--- src/rtl/kdpe_pkg.sv ---
// ----------------------------------------------------------------------------
// kdpe_pkg
// Shared types and constants for the keypad debounce and press event block.
// ----------------------------------------------------------------------------
package kdpe_pkg;

  // Default number of keys scanned per tick
  localparam int KEY_COUNT_DEF = 8;

  // Field widths
  localparam int TS_W    = 32;
  localparam int CFG_W   = 16;
  localparam int MASK_W  = 8;
  localparam int KEY_W   = 3;
  localparam int KIND_W  = 3;
  localparam int IDX_W   = 3;
  localparam int IN_W    = 40;
  localparam int OUT_W   = 72;
  localparam int OUT_PAD = OUT_W - (KEY_W + TS_W + TS_W);

  // Remainder unit: one quotient bit per cycle over the timestamp width
  localparam int DIV_STEPS = TS_W;
  localparam int DIV_CW    = $clog2(DIV_STEPS);

  // Register indexes
  localparam logic [IDX_W-1:0] REG_DEBOUNCE      = 3'd0;
  localparam logic [IDX_W-1:0] REG_LONG_PRESS    = 3'd1;
  localparam logic [IDX_W-1:0] REG_REPEAT_START  = 3'd2;
  localparam logic [IDX_W-1:0] REG_REPEAT_PERIOD = 3'd3;
  localparam logic [IDX_W-1:0] REG_REPEAT_MASK   = 3'd4;

  // Register reset values
  localparam logic [CFG_W-1:0]  DEBOUNCE_RST      = 16'd30;
  localparam logic [CFG_W-1:0]  LONG_PRESS_RST    = 16'd1000;
  localparam logic [CFG_W-1:0]  REPEAT_START_RST  = 16'd500;
  localparam logic [CFG_W-1:0]  REPEAT_PERIOD_RST = 16'd100;
  localparam logic [MASK_W-1:0] REPEAT_MASK_RST   = 8'd0;

  // Event kinds
  typedef enum logic [KIND_W-1:0] {
    EV_PRESSED  = 3'd0,
    EV_RELEASED = 3'd1,
    EV_SHORT    = 3'd2,
    EV_LONG     = 3'd3,
    EV_REPEAT   = 3'd4
  } ev_kind_t;

  // Sequencer states
  typedef enum logic [3:0] {
    ST_IDLE,
    ST_RAW,
    ST_DEB,
    ST_PRESS,
    ST_REL,
    ST_SHORT,
    ST_LONG,
    ST_REP,
    ST_DIV,
    ST_REPEMIT,
    ST_REPUPD,
    ST_FLUSH
  } state_t;

  // One event
  typedef struct packed {
    logic [KEY_W-1:0] key;
    ev_kind_t         kind;
    logic [TS_W-1:0]  time_ms;
    logic [TS_W-1:0]  held;
  } ev_t;

  // Sequencer to event buffer
  typedef struct packed {
    logic push;
    logic flush;
    ev_t  ev;
  } evbuf_ctl_t;

endpackage

--- src/rtl/kdpe_alu.sv ---
// ----------------------------------------------------------------------------
// kdpe_alu
// Shared timestamp adder/subtractor with threshold compare and sign flag.
// ----------------------------------------------------------------------------
module kdpe_alu (
  input  logic [kdpe_pkg::TS_W-1:0]  a,
  input  logic [kdpe_pkg::TS_W-1:0]  b,
  input  logic                       sub,
  input  logic [kdpe_pkg::CFG_W-1:0] thr,
  output logic [kdpe_pkg::TS_W-1:0]  sum,
  output logic                       ge_thr,
  output logic                       neg
);

  logic [kdpe_pkg::TS_W-1:0] b_op;

  // Add, or subtract through inverted operand and carry in
  assign b_op   = sub ? ~b : b;
  assign sum    = a + b_op + {{(kdpe_pkg::TS_W-1){1'b0}}, sub};
  assign ge_thr = sum >= {{(kdpe_pkg::TS_W-kdpe_pkg::CFG_W){1'b0}}, thr};
  assign neg    = sum[kdpe_pkg::TS_W-1];

endmodule

--- src/rtl/kdpe_remdiv.sv ---
// ----------------------------------------------------------------------------
// kdpe_remdiv
// Restoring remainder unit: 32-bit dividend by 16-bit divisor, one bit a cycle.
// ----------------------------------------------------------------------------
module kdpe_remdiv (
  input  logic                       clk,
  input  logic                       rst,
  input  logic                       start,
  input  logic [kdpe_pkg::TS_W-1:0]  dividend,
  input  logic [kdpe_pkg::CFG_W-1:0] divisor,
  output logic                       done,
  output logic [kdpe_pkg::CFG_W-1:0] rem
);

  logic                        run;
  logic [kdpe_pkg::DIV_CW-1:0] cnt;
  logic [kdpe_pkg::TS_W-1:0]   dvd;
  logic [kdpe_pkg::CFG_W-1:0]  dsr;
  logic [kdpe_pkg::CFG_W:0]    trial;
  logic                        fits;

  // Shift in the next dividend bit and test against the divisor
  assign trial = {rem, dvd[kdpe_pkg::TS_W-1]};
  assign fits  = trial >= {1'b0, dsr};

  // Control
  always_ff @(posedge clk) begin
    if (rst) begin
      run  <= 1'b0;
      done <= 1'b0;
      cnt  <= '0;
    end else if (start) begin
      run  <= 1'b1;
      done <= 1'b0;
      cnt  <= '0;
    end else if (run) begin
      cnt <= cnt + 1'b1;
      if (cnt == kdpe_pkg::DIV_CW'(kdpe_pkg::DIV_STEPS - 1)) begin
        run  <= 1'b0;
        done <= 1'b1;
      end
    end
  end

  // Datapath
  always_ff @(posedge clk) begin
    if (start) begin
      dvd <= dividend;
      dsr <= divisor;
      rem <= '0;
    end else if (run) begin
      dvd <= {dvd[kdpe_pkg::TS_W-2:0], 1'b0};
      rem <= fits ? kdpe_pkg::CFG_W'(trial - {1'b0, dsr}) : trial[kdpe_pkg::CFG_W-1:0];
    end
  end

endmodule

--- src/rtl/kdpe_evbuf.sv ---
// ----------------------------------------------------------------------------
// kdpe_evbuf
// Holds back one event until the next one or the end of the tick shows whether
// it is the last, then hands it to the output register.
// ----------------------------------------------------------------------------
module kdpe_evbuf (
  input  logic                         clk,
  input  logic                         rst,
  input  kdpe_pkg::evbuf_ctl_t         ctl,
  output logic                         room,
  output logic                         m_axis_tvalid,
  input  logic                         m_axis_tready,
  // m_axis_tdata: key_index[2:0], event_time_ms[34:3], held_ms[66:35], zeros
  output logic [kdpe_pkg::OUT_W-1:0]   m_axis_tdata,
  // m_axis_tuser: event_kind[2:0]
  output logic [kdpe_pkg::KIND_W-1:0]  m_axis_tuser,
  output logic                         m_axis_tlast
);

  logic          pend_v;
  kdpe_pkg::ev_t pend;
  kdpe_pkg::ev_t out_ev;
  logic          out_last;
  logic          out_free;
  logic          move;

  assign out_free = !m_axis_tvalid || m_axis_tready;
  assign room     = !pend_v || out_free;
  assign move     = pend_v && out_free && (ctl.push || ctl.flush);

  // Pending word
  always_ff @(posedge clk) begin
    if (rst) begin
      pend_v <= 1'b0;
    end else if (ctl.push && room) begin
      pend_v <= 1'b1;
    end else if (ctl.flush && room) begin
      pend_v <= 1'b0;
    end
  end

  always_ff @(posedge clk) begin
    if (ctl.push && room) begin
      pend <= ctl.ev;
    end
  end

  // Output register
  always_ff @(posedge clk) begin
    if (rst) begin
      m_axis_tvalid <= 1'b0;
    end else begin
      m_axis_tvalid <= move || (m_axis_tvalid && !m_axis_tready);
    end
  end

  always_ff @(posedge clk) begin
    if (move) begin
      out_ev   <= pend;
      out_last <= ctl.flush;
    end
  end

  assign m_axis_tdata = {{kdpe_pkg::OUT_PAD{1'b0}}, out_ev.held, out_ev.time_ms, out_ev.key};
  assign m_axis_tuser = out_ev.kind;
  assign m_axis_tlast = out_last;

endmodule

--- src/rtl/key_debounce_press_event_generator.sv ---
// ----------------------------------------------------------------------------
// key_debounce_press_event_generator
// Keypad debounce with pressed, released, short, long and auto-repeat events.
//
//   channel  | direction | payload
//   ---------+-----------+--------------------------------------------------
//   s_axis   | in        | tdata: key_mask[7:0], now_ms[39:8]
//   m_axis   | out       | tdata: key_index, event_time_ms, held_ms;
//            |           | tuser: event_kind; tlast: final event of the tick
//   cfg      | in        | cfg_index selects register, cfg_data the value
//
// A sequencer visits one key at a time and drives a shared 32-bit adder.
// Each key passes through raw, debounce, long-press and repeat states; each
// pressed, released or short event adds a state, and each repeat event adds a
// wait on the one-bit-a-cycle remainder unit that realigns the repeat schedule.
// s_axis_tready is high only while idle; a stalled output holds the sequencer.
// Reset is synchronous and clears all per-key flags and the registers.
// ----------------------------------------------------------------------------
module key_debounce_press_event_generator #(
  parameter int KEY_COUNT = kdpe_pkg::KEY_COUNT_DEF
) (
  input  logic                         clk,
  input  logic                         rst,
  input  logic                         s_axis_tvalid,
  output logic                         s_axis_tready,
  // s_axis_tdata: key_mask[7:0], now_ms[39:8]
  input  logic [kdpe_pkg::IN_W-1:0]    s_axis_tdata,
  output logic                         m_axis_tvalid,
  input  logic                         m_axis_tready,
  // m_axis_tdata: key_index[2:0], event_time_ms[34:3], held_ms[66:35], zeros
  output logic [kdpe_pkg::OUT_W-1:0]   m_axis_tdata,
  // m_axis_tuser: event_kind[2:0]
  output logic [kdpe_pkg::KIND_W-1:0]  m_axis_tuser,
  output logic                         m_axis_tlast,
  input  logic                         cfg_valid,
  output logic                         cfg_ready,
  input  logic [kdpe_pkg::IDX_W-1:0]   cfg_index,
  input  logic [kdpe_pkg::CFG_W-1:0]   cfg_data
);

  localparam int KW = (KEY_COUNT > 1) ? $clog2(KEY_COUNT) : 1;
  localparam logic [KW-1:0] K_LAST = KW'(KEY_COUNT - 1);

  kdpe_pkg::state_t state, state_next;

  logic [KW-1:0]                 k;
  logic [kdpe_pkg::MASK_W-1:0]   mask_q;
  logic [kdpe_pkg::TS_W-1:0]     now_q;

  logic [kdpe_pkg::CFG_W-1:0]    debounce_ms;
  logic [kdpe_pkg::CFG_W-1:0]    long_press_ms;
  logic [kdpe_pkg::CFG_W-1:0]    repeat_start_ms;
  logic [kdpe_pkg::CFG_W-1:0]    repeat_period_ms;
  logic [kdpe_pkg::MASK_W-1:0]   repeat_key_mask;

  logic                          raw_state    [KEY_COUNT];
  logic                          stable_state [KEY_COUNT];
  logic                          long_done    [KEY_COUNT];
  logic [kdpe_pkg::TS_W-1:0]     change_time      [KEY_COUNT];
  logic [kdpe_pkg::TS_W-1:0]     press_time       [KEY_COUNT];
  logic [kdpe_pkg::TS_W-1:0]     next_repeat_time [KEY_COUNT];

  logic                          raw_k, stable_k, long_k;
  logic [kdpe_pkg::CFG_W-1:0]    period_eff;
  logic                          last_key;

  logic [kdpe_pkg::TS_W-1:0]     alu_b;
  logic                          alu_sub;
  logic [kdpe_pkg::CFG_W-1:0]    alu_thr;
  logic [kdpe_pkg::TS_W-1:0]     alu_sum;
  logic                          alu_ge;
  logic                          alu_neg;

  logic                          div_start;
  logic                          div_done;
  logic [kdpe_pkg::CFG_W-1:0]    div_rem;

  kdpe_pkg::evbuf_ctl_t          ev_ctl;
  logic                          room;

  logic                          deb_hit, long_hit, rep_hit;

  assign cfg_ready     = 1'b1;
  assign s_axis_tready = (state == kdpe_pkg::ST_IDLE);

  assign raw_k      = raw_state[k];
  assign stable_k   = stable_state[k];
  assign long_k     = long_done[k];
  assign period_eff = (repeat_period_ms == '0) ? kdpe_pkg::CFG_W'(1) : repeat_period_ms;
  assign last_key   = (k == K_LAST);

  // Per-key decisions, each read off the shared unit in its own state
  assign deb_hit  = (raw_k != stable_k) && alu_ge;
  assign long_hit = stable_k && !long_k && alu_ge;
  assign rep_hit  = stable_k && repeat_key_mask[k] && !alu_neg;

  // Configuration registers
  always_ff @(posedge clk) begin
    if (rst) begin
      debounce_ms      <= kdpe_pkg::DEBOUNCE_RST;
      long_press_ms    <= kdpe_pkg::LONG_PRESS_RST;
      repeat_start_ms  <= kdpe_pkg::REPEAT_START_RST;
      repeat_period_ms <= kdpe_pkg::REPEAT_PERIOD_RST;
      repeat_key_mask  <= kdpe_pkg::REPEAT_MASK_RST;
    end else if (cfg_valid && cfg_ready) begin
      case (cfg_index)
        kdpe_pkg::REG_DEBOUNCE:      debounce_ms      <= cfg_data;
        kdpe_pkg::REG_LONG_PRESS:    long_press_ms    <= cfg_data;
        kdpe_pkg::REG_REPEAT_START:  repeat_start_ms  <= cfg_data;
        kdpe_pkg::REG_REPEAT_PERIOD: repeat_period_ms <= cfg_data;
        kdpe_pkg::REG_REPEAT_MASK:   repeat_key_mask  <= cfg_data[kdpe_pkg::MASK_W-1:0];
        default: ;
      endcase
    end
  end

  // Shared timestamp unit
  kdpe_alu u_alu (
    .a      (now_q),
    .b      (alu_b),
    .sub    (alu_sub),
    .thr    (alu_thr),
    .sum    (alu_sum),
    .ge_thr (alu_ge),
    .neg    (alu_neg)
  );

  // Remainder of overdue time by the repeat period
  kdpe_remdiv u_remdiv (
    .clk      (clk),
    .rst      (rst),
    .start    (div_start),
    .dividend (alu_sum),
    .divisor  (period_eff),
    .done     (div_done),
    .rem      (div_rem)
  );

  // Event hold-back and output register
  kdpe_evbuf u_evbuf (
    .clk           (clk),
    .rst           (rst),
    .ctl           (ev_ctl),
    .room          (room),
    .m_axis_tvalid (m_axis_tvalid),
    .m_axis_tready (m_axis_tready),
    .m_axis_tdata  (m_axis_tdata),
    .m_axis_tuser  (m_axis_tuser),
    .m_axis_tlast  (m_axis_tlast)
  );

  // State register
  always_ff @(posedge clk) begin
    if (rst) begin
      state <= kdpe_pkg::ST_IDLE;
    end else begin
      state <= state_next;
    end
  end

  // Next state
  always_comb begin
    state_next = state;
    case (state)
      kdpe_pkg::ST_IDLE:    if (s_axis_tvalid) state_next = kdpe_pkg::ST_RAW;
      kdpe_pkg::ST_RAW:     state_next = kdpe_pkg::ST_DEB;
      kdpe_pkg::ST_DEB: begin
        if (deb_hit) begin
          state_next = raw_k ? kdpe_pkg::ST_PRESS : kdpe_pkg::ST_REL;
        end else begin
          state_next = kdpe_pkg::ST_LONG;
        end
      end
      kdpe_pkg::ST_PRESS:   if (room) state_next = kdpe_pkg::ST_LONG;
      kdpe_pkg::ST_REL: begin
        if (room) state_next = long_k ? kdpe_pkg::ST_LONG : kdpe_pkg::ST_SHORT;
      end
      kdpe_pkg::ST_SHORT:   if (room) state_next = kdpe_pkg::ST_LONG;
      kdpe_pkg::ST_LONG:    if (!long_hit || room) state_next = kdpe_pkg::ST_REP;
      kdpe_pkg::ST_REP: begin
        if (rep_hit) begin
          state_next = kdpe_pkg::ST_DIV;
        end else begin
          state_next = last_key ? kdpe_pkg::ST_FLUSH : kdpe_pkg::ST_RAW;
        end
      end
      kdpe_pkg::ST_DIV:     if (div_done) state_next = kdpe_pkg::ST_REPEMIT;
      kdpe_pkg::ST_REPEMIT: if (room) state_next = kdpe_pkg::ST_REPUPD;
      kdpe_pkg::ST_REPUPD:  state_next = last_key ? kdpe_pkg::ST_FLUSH : kdpe_pkg::ST_RAW;
      kdpe_pkg::ST_FLUSH:   if (room) state_next = kdpe_pkg::ST_IDLE;
      default:              state_next = kdpe_pkg::ST_IDLE;
    endcase
  end

  // Outputs of the sequencer: unit operands, event pushes, divider start
  always_comb begin
    alu_b         = press_time[k];
    alu_sub       = 1'b1;
    alu_thr       = long_press_ms;
    div_start     = 1'b0;
    ev_ctl.push   = 1'b0;
    ev_ctl.flush  = 1'b0;
    ev_ctl.ev.key     = kdpe_pkg::KEY_W'(k);
    ev_ctl.ev.kind    = kdpe_pkg::EV_PRESSED;
    ev_ctl.ev.time_ms = now_q;
    ev_ctl.ev.held    = alu_sum;
    case (state)
      kdpe_pkg::ST_DEB: begin
        alu_b   = change_time[k];
        alu_thr = debounce_ms;
      end
      kdpe_pkg::ST_PRESS: begin
        alu_b          = {{(kdpe_pkg::TS_W-kdpe_pkg::CFG_W){1'b0}}, repeat_start_ms};
        alu_sub        = 1'b0;
        ev_ctl.push    = 1'b1;
        ev_ctl.ev.held = '0;
      end
      kdpe_pkg::ST_REL: begin
        ev_ctl.push    = 1'b1;
        ev_ctl.ev.kind = kdpe_pkg::EV_RELEASED;
      end
      kdpe_pkg::ST_SHORT: begin
        ev_ctl.push    = 1'b1;
        ev_ctl.ev.kind = kdpe_pkg::EV_SHORT;
      end
      kdpe_pkg::ST_LONG: begin
        ev_ctl.push    = long_hit;
        ev_ctl.ev.kind = kdpe_pkg::EV_LONG;
      end
      kdpe_pkg::ST_REP: begin
        alu_b     = next_repeat_time[k];
        div_start = rep_hit;
      end
      kdpe_pkg::ST_REPEMIT: begin
        ev_ctl.push    = 1'b1;
        ev_ctl.ev.kind = kdpe_pkg::EV_REPEAT;
      end
      kdpe_pkg::ST_REPUPD: begin
        alu_b   = kdpe_pkg::TS_W'(period_eff - div_rem);
        alu_sub = 1'b0;
      end
      kdpe_pkg::ST_FLUSH: begin
        ev_ctl.flush = 1'b1;
      end
      default: ;
    endcase
  end

  // Tick capture and key counter
  always_ff @(posedge clk) begin
    if (rst) begin
      k <= '0;
    end else if (state == kdpe_pkg::ST_IDLE) begin
      k <= '0;
    end else if (!last_key && ((state == kdpe_pkg::ST_REP && !rep_hit) ||
                               state == kdpe_pkg::ST_REPUPD)) begin
      k <= k + 1'b1;
    end
  end

  always_ff @(posedge clk) begin
    if (s_axis_tvalid && s_axis_tready) begin
      mask_q <= s_axis_tdata[kdpe_pkg::MASK_W-1:0];
      now_q  <= s_axis_tdata[kdpe_pkg::IN_W-1:kdpe_pkg::MASK_W];
    end
  end

  // Per-key flags
  always_ff @(posedge clk) begin
    if (rst) begin
      for (int i = 0; i < KEY_COUNT; i++) begin
        raw_state[i]    <= 1'b0;
        stable_state[i] <= 1'b0;
        long_done[i]    <= 1'b0;
      end
    end else begin
      case (state)
        kdpe_pkg::ST_RAW:   raw_state[k]    <= mask_q[k];
        kdpe_pkg::ST_DEB:   if (deb_hit) stable_state[k] <= raw_k;
        kdpe_pkg::ST_PRESS: if (room) long_done[k] <= 1'b0;
        kdpe_pkg::ST_LONG:  if (long_hit && room) long_done[k] <= 1'b1;
        default: ;
      endcase
    end
  end

  // Per-key timestamps
  always_ff @(posedge clk) begin
    case (state)
      kdpe_pkg::ST_RAW: begin
        if (mask_q[k] != raw_k) change_time[k] <= now_q;
      end
      kdpe_pkg::ST_PRESS: begin
        if (room) begin
          press_time[k]       <= now_q;
          next_repeat_time[k] <= alu_sum;
        end
      end
      kdpe_pkg::ST_REPUPD: next_repeat_time[k] <= alu_sum;
      default: ;
    endcase
  end

endmodule

--- config.mk ---
export PLATFORM = sky130hd
export DESIGN_NAME = key_debounce_press_event_generator
export DESIGN_NICKNAME = d
export VERILOG_FILES = /design/src/rtl/kdpe_pkg.sv /design/src/rtl/kdpe_alu.sv /design/src/rtl/kdpe_remdiv.sv /design/src/rtl/kdpe_evbuf.sv /design/src/rtl/key_debounce_press_event_generator.sv
export SDC_FILE = /design/constraint.sdc
export NUM_CORES = 1
export LEC_CHECK = 0
export ABC_AREA = 1
export BUFFER_PORTS_ARGS = -buffer_cell sky130_fd_sc_hd__buf_2
export CAP_MARGIN = 10
export CORE_AREA = 2 2 446 448
export DETAILED_ROUTE_END_ITERATION = 8
export DIE_AREA = 0 0 448 450
export PLACE_DENSITY = 0.38
export SLEW_MARGIN = 20
export SYNTH_ARGS = -nofsm -noshare
export SYNTH_HDL_FRONTEND = slang
export SYNTH_HIERARCHICAL = 1
export SYNTH_SLANG_ARGS = --single-unit
--- constraint.sdc ---
create_clock -name clk -period 28.2 [get_ports clk]
set_input_delay 7.05 -clock clk [delete_from_list [all_inputs] [get_ports clk]]
set_output_delay 7.05 -clock clk [all_outputs]
set_load 0.02 [all_outputs]
==> results.yml, run 1 <==
run_status:
  status: "completed"
cells_and_area:
  fillers: 20500
  final_common_cell: "edfxtp_1"
  post-route-util_pct: 29.2
  nNetsFinal: 4689
  drive_above_1_share_pct: 12.0
  areaGrowthSynthToFinish_pct: 17.5
  layout_common_cells: "edfxtp_1, nand2_1, nor2_1"
  seq_area_um2: 32800
  multi_input_area_um2: 14000
  final_area_um2: 57500
job:
  max_cap_violations: 0
critical_path:
  cp_data_arrival_time_ns: 9.74
  cp_max_fo: 65
  reg2reg_depth: 38
  cpPeakStageDelay_ns: 0.77
  worst-setup-path-type: "reg2reg"
  worst-path-buf-inv: 10
  required_ns: 28.66
  cp-end-kind: "flop"
  cp_top_family: "buffers and inverters"
  cp.depth: 38
  critical-path-slowest-cell: "buf_4"
  cp-start-kind: "flop"
floorplan:
  die_area_um2: 202000
  io_pins: 143
  die_height_um: 450
  die_w_um: 448
  num_rows: 163
  start_util_pct: 24.9
  fp.coreArea_um2: 197000
cts:
  cts-root-buf: "clkbuf_16"
  cts_tree: "yes"
  clockBufferDepth: 3
  clkTransAtPathRegs_ns: 0.06
  cts_resized: 0
  postCtsSetupBuffers: 0
  cts_sinks: 1128
  worstSkewPairLatency_ns: 0.80
  cts_made_buffers: 140
  htree_levels: 4
  cts_hold_buf: 0
global_routing:
  antenna_found_initial: 16
  grt_pass1_wl_um: 234000
  grt_pass1_vias: 32800
  grt_start_max_net_pins: 198
  grtUsageTotal_pct: 15.9
  grt-ovfl-total: 0
power_and_ir_drop:
  ir_worst_vdd_v: 0.0000834
  p_leak_uw: 0.0208
  totalPowerFinal_uw: 5820
  power_density_nw_per_um2: 101
drt:
  wl_um: 163000
  via_per_inst: 4.55
  drt_iter0_markers: 2745
  vias: 33200
  firstDrtPassIters: 6
  wire_per_inst_um: 22.3
  antenna_left: 0
  drc: 0
timing:
  finalHoldViolations: 0
  grt_setup_unrepaired: "no"
  tns_ns: 0
  slew_headroom_pct: 23.4
  finClkSkew_ns: 0.0367
  fin_crit_ns: 9.28
  fmax_mhz: 108
  tightestPinTransition_ns: 1.15
  setup_violations: 0
  min_period_over_period_pct: 32.9
  slew_violations: 0
logic_synthesis:
  synth-seq-area-share_pct: 67.0
  yosys.area.top_type_share_pct: 62.7
  synthFlopType: "edfxtp_1"
  synth.avg_cell_area_um2: 11.2
  ys_seq_elements: 1128
  async_flop_share_pct: 0
  synth_edf_count: 1021
  synth_cells: 4378
  synth_largest_area_cell: "edfxtp_1"
  yosysWarnings: 6
  synth_cell_type_count: 59
  netlist_area_um2: 48900
  synthTopCellsByArea: "edfxtp_1, o21ai_0, nand2_1, nor2_1, dfxtp_1"
placement:
  place.gp.congestion: 0.853
  dp_hpwl_um: 102000
  post_dp_cell_area_um2: 52900
  port_buffers: 136
min_path:
  whs_path_depth: 0
  min_path_type: "reg2reg"
-- state kept, by name, summed over array words and instances (netlist names), 16 cells and up, named ones only --
name	count
press_time	256
u_remdiv/rem	16
u_evbuf/m_axis_tdata	67
debounce_ms	16
change_time	256
now_q	32
long_press_ms	16
next_repeat_time	256
u_remdiv/dsr	16
repeat_period_ms	16
u_remdiv/dvd	32
repeat_start_ms	16
u_evbuf/pend	70
-- final cells by class --
cell class                 instances  share of cell area (%)
sequential                      1128                    57.1
clock buffer                     190                    6.52
multi-input combinational       2666                    24.3
tap                             2640                    5.75
inverter                         357                    2.37
clock inverter                    70                    1.23
timing repair buffer             240                    2.75
antenna                            3                  0.0131
-- synthesized netlist by cell type, drive strengths merged (46+ instances only) --
| cell type | count |
|---|---|
| a21oi | 86 |
| buf | 98 |
| clkbuf | 133 |
| dfxtp | 107 |
| edfxtp | 1021 |
| ha | 89 |
| inv | 355 |
| nand2 | 689 |
| nand3 | 159 |
| nor2 | 676 |
| o211ai | 66 |
| o21ai | 517 |
| o221ai | 103 |
| o22ai | 90 |
| xor2 | 46 |
-- stage by stage --
stage / setup slack [ns] / instances / hold WS [ns]
finish: 18.92 / 7294 / 0.415
global placement: 18.16 / 7024 / 0.401
global route: 18.12 / 7293 / 0.421
detailed placement: 18.17 / 7027 / 0.405
CTS: 18.67 / 7287 / 0.414
floorplan: 17.11 / 4382 / 0.400
-- where the power goes --
part | internal, uW | switching (uW)
registers | 2270 | 40.5
logic | 436 | 1320
clock network | 1010 | 745
-- path summary, 6_finish.rpt --
path	slack, ns	from	end
setup / recovery	18.92	flop	u_evbuf/m_axis_tdata[20]$_DFFE_PP_
hold / removal	0.41	u_evbuf/pend[43]$_DFFE_PP_	u_evbuf/m_axis_tdata[14]$_DFFE_PP_
setup reg to reg	18.92	flop	u_evbuf/m_axis_tdata[20]$_DFFE_PP_
hold reg to reg	0.41	u_evbuf/pend[43]$_DFFE_PP_	u_evbuf/m_axis_tdata[14]$_DFFE_PP_
-- routing by layer --
metal	vias up	global-route usage, %	part of all wire [%]
met5	-	0	0.031
met4	8	5.03	2.8
met3	227	2.85	4.4
met2	653	24.5	45
met1	16600	22.7	48
li1	15700	-	-
-- cells by family (layout without fill, tap and decap cells) --
kind of cell,after synthesis,count (layout),synth area share [%]
xor gates and xnor gates,57,57,1.02
buffers and inverters,588,857,4.96
and+or+nand+nor,1620,1620,13.9
other,2,9,0.0153
AOI/OAI and AO/OA,891,891,10.7
DFF,1128,1128,67.0
adders and majority gates,92,92,2.40
Note: power is estimated with default switching activity, not from simulation.
==> inputs of run 2 (changes only) <==
==> constraint.sdc (replaced) <==
create_clock -name clk -period 8.55 [get_ports clk]
set_input_delay 2.1375 -clock clk [delete_from_list [all_inputs] [get_ports clk]]
set_output_delay 2.1375 -clock clk [all_outputs]
set_load 0.02 [all_outputs]
==> run 2 against run 1 <==
  * Worst hold slack gained 0.00058 ns
  * Die area is the same
  * Cell count grew 0.30%
  * Total power rose to 3.3 times the previous value
  * Combinational power rose to 3.4 times the previous value
  * Setup slack got worse by 18 ns
  * Non-clock buffer count rose by 31
  * Clock skew grew 0.0049 ns
  * Via count up 1.5%
  * Count of clock-buffer cells in the layout is 23 lower
  * Critical path type unchanged
  * Highest routed layer unchanged
==> results.yml, run 2 (synthesis gave the netlist of run 1 again) <==
timing:
  setup_violations: 0
  tns_ns: 0
  slew_violations: 0
  grt_setup_unrepaired: "no"
  slew_headroom_pct: 31.9
  fmax_mhz: 126
  finClkSkew_ns: 0.0416
  fin_hold_ws_ns: 0.415
  finalHoldViolations: 0
  tightestPinTransition_ns: 1.02
  min_period_over_period_pct: 92.8
  fin_crit_ns: 7.93
power_and_ir_drop:
  swShare_pct: 36.0
  pwr-share-clk_pct: 29.9
  power_density_nw_per_um2: 335
  power_frac_seq_pct: 39.2
  ir_worst_vdd_v: 0.000226
  switchingPower_uw: 6960
  p_leak_uw: 0.0209
  cell_internal_pwr_uw: 12400
  p_comb_share_pct: 30.8
global_routing:
  grt_pass1_vias: 33300
  grtUsageTotal_pct: 16.4
  grt_pass1_wl_um: 242000
  grt-ovfl-total: 0
  grt_start_max_net_pins: 161
  antenna_found_initial: 8
job:
  max_cap_violations: 0
drt:
  firstDrtPassIters: 5
  topRoutingLayerUsed: "met5"
  wl_met2_um: 76000
  antenna_left: 0
  via_per_inst: 4.60
  wl_um: 168000
  m1WireLength_um: 81100
  dr_wl_met3_um: 6510
  wire_per_inst_um: 22.9
  vias: 33700
  drt_iter0_markers: 2621
  drc: 0
critical_path:
  cp-start-kind: "flop"
  crit_top_cell: "nand2_1"
  rrSetupSlack_ns: 0.62
  worst-path-buf-inv: 5
  cp_top_family: "simple AND/OR/NAND/NOR gates"
  cp_max_fo: 46
  crit_start: "repeat_period_ms[14]$_SDFFE_PP0P_"
  reg2reg_depth: 39
  r2r_end: "u_evbuf/pend[7]$_DFFE_PP_"
  worst-setup-path-type: "reg2reg"
  critical-path-slowest-cell: "xor2_1"
  timing.rr.start: "repeat_period_ms[14]$_SDFFE_PP0P_"
  cp_data_arrival_time_ns: 8.38
  cp-end-kind: "flop"
  required_ns: 9.00
  cpPeakStageDelay_ns: 0.76
floorplan:
  start_util_pct: 24.9
  io_pins: 143
  fp.coreArea_um2: 197000
  die_w_um: 448
  num_rows: 163
  die_area_um2: 202000
  die_height_um: 450
cells_and_area:
  multi_input_area_um2: 13900
  final_common_cell: "edfxtp_1"
  areaGrowthSynthToFinish_pct: 17.9
  seq_area_um2: 32800
  drive_above_1_share_pct: 12.5
  fillers: 20400
  top_regs: "change_time x256, next_repeat_time x256, press_time x256"
  nNetsFinal: 4719
  layout_common_cells: "edfxtp_1, nand2_1, nor2_1"
cts:
  cts_made_buffers: 139
  clkTransAtPathRegs_ns: 0.06
  cts-root-buf: "clkbuf_16"
  cts_sinks: 1128
  cts_tree: "yes"
  clockBufferDepth: 3
  worstSkewPairLatency_ns: 0.79
  htree_levels: 4
run_status:
  status: "completed"
min_path:
  hold_end: "u_evbuf/m_axis_tdata[28]$_DFFE_PP_"
  min_path_type: "reg2reg"
  whs_path_depth: 0
  min_from: "u_evbuf/pend[57]$_DFFE_PP_"
placement:
  dp_hpwl_um: 105000
  port_buffers: 136
  place.gp.congestion: 0.893
==> run 2: worst max-delay path by stage <==
stage | to | slack, ns | depth (start not counted)
2_1_floorplan | u_evbuf/m_axis_tdata[0]$_DFFE_PP_ | 1.23 | 38
3_3_place_gp | u_evbuf/pend[55]$_DFFE_PP_ | 0.69 | 39
3_5_place_dp | u_evbuf/pend[55]$_DFFE_PP_ | 0.60 | 39
4_1_cts | u_evbuf/pend[7]$_DFFE_PP_ | 0.60 | 39
5_1_grt | u_evbuf/m_axis_tdata[52]$_DFFE_PP_ | 0.04 | 39
6_report | u_evbuf/pend[7]$_DFFE_PP_ | 0.62 | 39
==> run 2: power by group through the flow <==
stage / logic, uW / registers (uW) / clock network, uW
6_report: 5960 / 7580 / 5790
5_1_grt: 6570 / 7620 / 6180
4_1_cts: 6020 / 7590 / 5990
3_5_place_dp: 6000 / 7700 / 0
3_3_place_gp: 6000 / 7700 / 0
2_1_floorplan: 3080 / 7790 / 0
==> run 2: worst reg2reg max path: cells and delay by family (launching register included) <==
kind	cells	cell delay [ns]
flip-flops	1	0.33
adder cells (fa/ha/maj)	4	1.50
AND/OR/NAND/NOR	24	3.28
buffers and inverters	5	0.70
XOR/XNOR	2	0.98
AO/OA/AOI/OAI	4	0.74
==> run 2: area by class of cell <==
type                    count  area share (%)
multi-input cells        2666            24.2
clock inverters            83            1.37
inverters                 357            2.36
clock buffers             167            6.29
well taps                2640            5.73
flip-flops and latches   1128            56.9
repair buffers            271            3.18
diodes                      4          0.0174
==> run 2: what timing repair did <==
item,in CTS,in global routing
buffers inserted,0,0
resized for setup,0,1
endpoints found under the hold margin,0,0
endpoints found under the setup margin,0,18
hold buffers,0,0
==> run 2: stage by stage <==
stage	cells	util [%]	area [um2]	worst slack (ns)	total power, uW
after floorplan	4382	-	49000	1.23	10900
after global placement	7062	27.1	53300	0.687	13700
after detailed placement	7062	27.1	53300	0.602	13700
after CTS	7312	29.3	57700	0.595	19600
after global routing	7313	29.3	57700	0.0394	20400
final	7316	29.3	57700	0.619	19300
==> run 2: metal layers <==
| layer | up-vias | track usage (%) |
|---|---|---|
| met2 | 701 | 25.9 |
| met1 | 17000 | 23.4 |
| met4 | 2 | 4.60 |
| met3 | 185 | 2.30 |
| li1 | 15800 | - |
| met5 | - | 0 |
